**config.mk**
```make
export PLATFORM = sky130hd
export DESIGN_NAME = ryc_const_div
export DESIGN_NICKNAME = d
export VERILOG_FILES = /design/src/hdl/ryc_pkg.sv /design/src/hdl/ryc_const_div.sv
export SDC_FILE = /design/constraint.sdc
export NUM_CORES = 2
export LEC_CHECK = 0
export ABC_AREA = 1
export BUFFER_PORTS_ARGS = -buffer_cell sky130_fd_sc_hd__buf_2
export CAP_MARGIN = 5
export CORE_ASPECT_RATIO = 1.1
export CORE_MARGIN = 4
export CORE_UTILIZATION = 50
export DETAILED_ROUTE_END_ITERATION = 6
export PLACE_DENSITY = 0.77
export SYNTH_ARGS = -nofsm -noshare
export SYNTH_HDL_FRONTEND = slang
export SYNTH_SLANG_ARGS = --single-unit
```
**constraint.sdc**
```tcl
create_clock -name clk -period 9.6 [get_ports clk]
set_input_delay 1.92 -clock clk [delete_from_list [all_inputs] [get_ports clk]]
set_output_delay 1.92 -clock clk [all_outputs]
set_load 0.005 [all_outputs]
```
**src/hdl/ryc_pkg.sv**
```systemverilog
// Shared types and constants for the RGB/YIQ color converter.
// Pixel and result beat types, the coefficient matrices and the fixed-point scaling.
// No dependencies.
`timescale 1ns / 1ps

package ryc_pkg;

  // Result fraction bits
  localparam int FRAC_BITS = 14;
  localparam longint ONE = 64'sd1 << FRAC_BITS;

  // Forward I and Q limits, rounded to nearest like every result
  localparam longint LIM_I = (2 * 5957 * ONE + 10000) / 20000;
  localparam longint LIM_Q = (2 * 5226 * ONE + 10000) / 20000;
  localparam longint LIM_OUT [3] = '{ONE, LIM_I, LIM_Q};

  // Every matrix sum is a value over DEN = 2^8 * HALF_K.
  localparam longint DEN    = 64'sd1020000000;
  localparam longint HALF_K = DEN >> 8;
  localparam longint DIV    = 2 * HALF_K;

  // YIQ byte decode, in the same units: (b - 128) * IQ_SCALE, clamped
  localparam longint IQ_SCALE = 10625;
  localparam longint IQ_LIM_I = 5957 * 102;
  localparam longint IQ_LIM_Q = 5226 * 102;

  localparam int OP_W   = 21;
  localparam int PROD_W = 32;
  localparam int SUM_W  = 34;
  localparam int MAG_W  = 30;
  localparam int X_W    = MAG_W + FRAC_BITS - 7 + 1;
  localparam int Q_W    = FRAC_BITS + 1;
  localparam int RES_W  = Q_W + 1;

  // Reciprocal for the divide by DIV: top 30 bits of x times RECIP
  localparam int XHI_W   = 30;
  localparam int X_SH    = X_W - XHI_W;
  localparam int RECIP_E = 52;
  localparam int R_SH    = RECIP_E - X_SH;
  localparam int RECIP_W = 30;
  localparam longint RECIP = (64'sd1 <<< RECIP_E) / DIV;

  typedef logic signed [23:0] coef_t;

  // [direction][output][operand]; forward rows are pre-scaled by 4000
  localparam coef_t COEF [2][3][3] = '{
    '{'{ 24'sd1196000,  24'sd2348000,  24'sd456000},
      '{ 24'sd2384000, -24'sd1096000, -24'sd1288000},
      '{ 24'sd844000,  -24'sd2092000,  24'sd1248000}},
    '{'{ 24'sd4000000,  24'sd956,      24'sd621},
      '{ 24'sd4000000, -24'sd272,     -24'sd647},
      '{ 24'sd4000000, -24'sd1106,     24'sd1703}}
  };

  typedef enum logic {
    DIR_RGB2YIQ = 1'b0,
    DIR_YIQ2RGB = 1'b1
  } dir_t;

  typedef struct packed {
    logic [7:0] byte_a;
    logic [7:0] byte_b;
    logic [7:0] byte_c;
  } pix_t;

  typedef struct packed {
    logic        [14:0] comp_a;
    logic signed [15:0] comp_b;
    logic signed [15:0] comp_c;
  } res_t;

endpackage

```
**src/hdl/ryc_const_div.sv**
```systemverilog
// Two-stage floor divide by the fixed divisor ryc_pkg::DIV.
// Reciprocal estimate then one remainder correction step.
// Depends on ryc_pkg.
`timescale 1ns / 1ps

module ryc_const_div (
  input  logic                       clk,
  input  logic                       en,
  input  logic [ryc_pkg::X_W-1:0]    x,
  output logic [ryc_pkg::Q_W-1:0]    q
);

  logic [ryc_pkg::XHI_W-1:0]                     x_hi;
  logic [ryc_pkg::XHI_W+ryc_pkg::RECIP_W-1:0]    prod;
  logic [ryc_pkg::X_W-1:0]                       x_d;
  logic [ryc_pkg::Q_W-1:0]                       qe;
  logic [ryc_pkg::X_W-1:0]                       back;
  logic [ryc_pkg::X_W-1:0]                       rem;

  // estimate is never above the true quotient and at most one below
  assign x_hi = x[ryc_pkg::X_W-1 -: ryc_pkg::XHI_W];
  assign prod = (ryc_pkg::XHI_W + ryc_pkg::RECIP_W)'(x_hi)
              * (ryc_pkg::XHI_W + ryc_pkg::RECIP_W)'(ryc_pkg::RECIP);

  always_ff @(posedge clk) begin
    if (en) begin
      x_d <= x;
      qe  <= prod[ryc_pkg::R_SH +: ryc_pkg::Q_W];
    end
  end

  assign back = ryc_pkg::X_W'(qe) * ryc_pkg::X_W'(ryc_pkg::DIV);
  assign rem  = x_d - back;

  always_ff @(posedge clk) begin
    if (en) begin
      q <= qe + ryc_pkg::Q_W'(rem >= ryc_pkg::X_W'(ryc_pkg::DIV));
    end
  end

endmodule

```
== After elaboration in Yosys (flattened, before gate mapping) ==
Cells that the tools add are included.

* Add/sub/neg operators: 2
* Multipliers: 2
* $lt $le $gt $ge: 1

{| class="wikitable"
|+ Operators with widths
! operator !! count
|-
| $mul A30 B25 Y54 const B || 1
|-
| $ge A38 B23 Y1 const B || 1
|-
| $sub A38 B38 Y38 || 1
|-
| $mul A15 B22 Y37 const B || 1
|-
| $add A15 B1 Y15 || 1
|}

* Register bits after elaboration: 68
* Input port bits: 40
* Word-level logic and storage cells: 8

== Longest topological paths before layout ==
* Depth in word-level cells: 4
* Mapped depth: 45
* Depth with buffers taken out: 45

== Worst setup path after synthesis ==
Ideal clock, no wire load.

* Path type: register to register
* From: register qe[9] in the netlist's numbering
* To: register q[14] in the netlist's numbering (data pin)
* Library setup time: 0.267 ns
* Data arrival time: 7.581 ns
* Path slack: 1.752 ns
* Stages on the path, launching flop included: 39
* Path buffers: 0
* Clock period less this slack: 7.848 ns
* Cell sequence: edfxtp_1 > inv_1 > fa_1 > inv_1 > fa_1 > fa_1 > fa_1 > fa_1 > inv_1 > fa_1 > inv_1 > ha_1 > a21oi_1 > a21boi_0 > o21bai_1 > a211oi_1 > o21ai_0 > nand2_1 > [... 3 more ...] > a21oi_1 > a21boi_0 > nand2_1 > a21oi_1 > nand3_1 > nand2_1 > nand2_1 > nor2_1 > nand2_1 > nor2_1 > nand4_1 > ha_1 > ha_1 > nand3_1 > nor2_1 > nand2_1 > nor2_1 > xor2_1

* Word-level cells in the longest chain between the ends: 4

{| class="wikitable"
|+ Ends and longest elaborated chain
! item !! RTL line !! text
|-
| start, declared || ryc_const_div.sv:16 || <nowiki>logic [ryc_pkg::Q_W-1:0] qe;</nowiki>
|-
| start signal, assigned || ryc_const_div.sv:28 || <nowiki>qe <= prod[ryc_pkg::R_SH +: ryc_pkg::Q_W];</nowiki>
|-
| $mul A15 B22 Y37 || ryc_const_div.sv:32 || <nowiki>assign back = ryc_pkg::X_W'(qe) * ryc_pkg::X_W'(ryc_pkg::DIV);</nowiki>
|-
| $sub A38 B38 Y38 || ryc_const_div.sv:33 || <nowiki>assign rem = x_d - back;</nowiki>
|-
| $ge A38 B23 Y1 || ryc_const_div.sv:37 || <nowiki>q <= qe + ryc_pkg::Q_W'(rem >= ryc_pkg::X_W'(ryc_pkg::DIV));</nowiki>
|-
| $add A15 B1 Y15 * || ryc_const_div.sv:37 ||
|-
| end signal, assigned || ryc_const_div.sv:37 ||
|-
| end, declared || ryc_const_div.sv:10 || <nowiki>output logic [ryc_pkg::Q_W-1:0] q</nowiki>
|}

Every way passes the cells marked *; elsewhere a longest branch is shown, timed or not.
A chain may end at the register's enable or synchronous reset.

== Final worst setup path ==
* From: register qe[10] in the netlist's numbering
* To: register q[14] in the netlist's numbering (data pin)

The elaborated chain is that of the path after synthesis.

==> metrics.md <==
| Metric | Value |
|---|---|
| Status | `completed` |
| Fin. max-slew vios | `0` |
| Area Overhead vs Synth | `5.81%` |
| Clock tree buffer depth | `2` |
| Fmax | `110 MHz` |
| Clock skew | `0.0117 ns` |
| Ys async rst share | `0%` |
| Setup TNS | `0 ns` |
| Relative slew slack | `41.4%` |
| Layout cells sized above 1 | `3.87%` |
| Total grt overflow | `0` |
| DPL Wire Length | `61,100 µm` |
| DRC viols | `0` |
| Setup violations, final | `0` |
| CTS sink count | `67` |
| Post-synth EDFFs | `67` |
| Worst R2R Start | `qe[10]$_DFFE_PP_` |
| Vias in the first global route | `21,500` |
| Worst R2R Setup Slack | `0.54 ns` |
| Avg Inst Size Synth | `8.65 µm²` |
| HP Class | `reg2reg` |
| Yosys top cell area share | `36.6%` |
| Syn Nets | `4,064` |
| Hold_buf cts | `0` |
| Slowest CP cell | `fa_1` |
| CP arrival | `9.17 ns` |
| Clock transition at path regs | `0.06 ns` |
| CP Capture Point | `q[14]$_DFFE_PP_` |
| Req. time, crit path | `9.71 ns` |
| Cell class contributing the biggest share of worst-path delay | `adder cells` |
| Hold slack | `0.804 ns` |
| CP max stage delay | `0.66 ns` |
| Tcrit/Tclk final | `94.4%` |
| Ys flop type | `edfxtp_1` |
| Core Box Area | `52,500 µm²` |
| Seq/Total Area, Yosys | `7.58%` |
| Port bufs | `53` |
| Nets | `4,143` |
| Routed Antenna Nets | `0` |
| First-iteration detailed-routing DRC count | `around 1,300` |
| Gr usage total | `about a quarter` |
| Max-Cap Viols | `0` |
| Initial Util | `50.5%` |
| Dpl ws | `0.361 ns` |
| Hold Vio Cnt, Final | `0` |
| Slew @ Worst Pin | `slightly below 0.9 ns` |
| # diodes | `0` |
| Post-Syn Area | `26,500 µm²` |
| Antenna violations before repair | `0` |
| Die Y | `around 250 µm` |
| First-pass detailed-route iteration total | `7` |
| # rows | `88` |
| TritonCTS clock tree | `done` |
| WP buf/inv | `4` |
| Fill cells | `4,657` |
| Die Width | `228 µm` |
| Via Count | `20,300` |
| Kind of critical path | `reg2reg` |
| Worst Setup End Kind | `flip-flop` |
| Number of placed I/O pins | `between 50 and 60` |
| Startpoint types | `flip-flop` |
| Reg-to-reg endpoint | `q[14]$_DFFE_PP_` |
| Worst-Skew Late Latency | `0.36 ns` |
| Crit-path max FO | `5` |
| Vias/cell | `5.30` |
| Unique masters post-synth | `44` |
| Final Util | `53.5%` |
| Routed WL | `70,100 µm` |
| Cell count of the worst reg-to-reg path | `38` |
| Worst Setup SP | `qe[10]$_DFFE_PP_` |
| Final worst setup slack | `0.540 ns` |
| CTS Buf Count | `9` |
| Syn Inst Count | `3,068` |
| Register area | `between 2000 and 2500 µm²` |
| Most common cell on crit path | `nand2_1` |
| Area occupied by multi-input gates | `21,100 µm²` |
| Die Area | `56,800 µm²` |
| GP Congestion | `0.984` |
| First-pass GRT wire length | `112,000 µm` |
| Pin count of the biggest net entering global routing | `68` |
| Synth Warn # | `0` |
| Synthesized flop and latch total | `67` |
| CTS root buf | `clkbuf_16` |
| Critical Path Stages | `38` |
| Routed length per instance | `18.3 µm` |
| Largest cells by area after synthesis | `fa_1 37%, ha_1 22%, inv_1 13%, edfxtp_1 7.6%, nand2_1 6.5%` |
| Synth area leader | `fa_1` |
| Htree depth | `3` |
| Crit path time final | `9.06 ns` |
worst min-delay path, stage by stage (launching register included):
cell and delay, ns:
edfxtp_1 0.37, buf_4 0.19, xor2_1 0.08
cells in the final DEF (no fill, tap or decap), types with 53 or more instances in the layout:
| cell type | count |
|---|---|
| a21oi_1 | 133 |
| buf_2 | 53 |
| edfxtp_1 | 67 |
| fa_1 | 482 |
| ha_1 | 471 |
| inv_1 | 898 |
| nand2_1 | 456 |
| nand3_1 | 82 |
| nor2_1 | 166 |
| o21ai_0 | 69 |
layer usage:
metal	track usage [%]	vias to the layer above	wire length (µm)
met5	0	-	0
met2	43.6	670	34300
li1	-	9565	-
met3	3.16	208	4160
met4	11.0	0	3560
met1	32.4	9821	28000
synthesized netlist by cell type, drive strengths merged (3+ instances only):
library cell	count
nor2	177
xnor2	23
or2	3
edfxtp	67
o21ai	74
o21a	12
fa	485
a31oi	17
inv	900
nand3b	4
nand4	24
o31ai	3
ha	471
nor3	22
nand2	460
xor2	47
a21o	11
a21oi	136
o211ai	4
o21bai	12
o2111ai	3
nand3	87
a21boi	5
nor4	9
cell families (layout without fill, tap and decap cells):
kind of cell               after synthesis  after routing  share of synthesized area [%]
buffers and inverters                  903            987                           12.8
DFF                                     67             67                           7.58
AOI/OAI and AO/OA                      282            282                           6.08
adders and majority gates              956            956                           58.8
xor gates and xnor gates                70             70                           2.31
and+or+nand+nor                        790            790                           12.4
worst min path at each step:
| stage | cells after the start | from | slack [ns] | endpoint |
|---|---|---|---|---|
| 2_1_floorplan | 1 | qe[10]$_DFFE_PP_ | 0.62 | q[10]$_DFFE_PP_ |
| 3_3_place_gp | 2 | qe[14]$_DFFE_PP_ | 0.77 | q[14]$_DFFE_PP_ |
| 3_5_place_dp | 2 | qe[14]$_DFFE_PP_ | 0.78 | q[14]$_DFFE_PP_ |
| 4_1_cts | 2 | qe[14]$_DFFE_PP_ | 0.79 | q[14]$_DFFE_PP_ |
| 5_1_grt | 2 | qe[14]$_DFFE_PP_ | 0.81 | q[14]$_DFFE_PP_ |
| 6_report | 2 | qe[14]$_DFFE_PP_ | 0.80 | q[14]$_DFFE_PP_ |
layout make-up:
class                      count  share of cell area, %
timing repair buffer          69                   1.37
sequential                    67                   7.17
clock buffer                  10                  0.816
tap                          675                   3.01
multi-input combinational   2098                   75.3
inverter                     902                   12.1
clock inverter                 6                  0.285
what timing repair did:
action / 4_1_cts / 5_1_grt
setup endpoints to repair: 0 / 6
setup buffers: 0 / 6
resized for setup: 0 / 4
flip-flops by register name, indices dropped and copies added, names as in the netlist:
signal / cells
qe: 15
q: 15
x_d: 37
through the flow:
step | cell area [µm²] | cells
2_1_floorplan | 26500 | 3068
3_3_place_gp | 27700 | 3805
3_5_place_dp | 27700 | 3805
4_1_cts | 28000 | 3821
5_1_grt | 28100 | 3827
6_report | 28100 | 3827
Power is not shown: default switching activity piles up to over one toggle a cycle in this logic, so the estimate is an artifact.
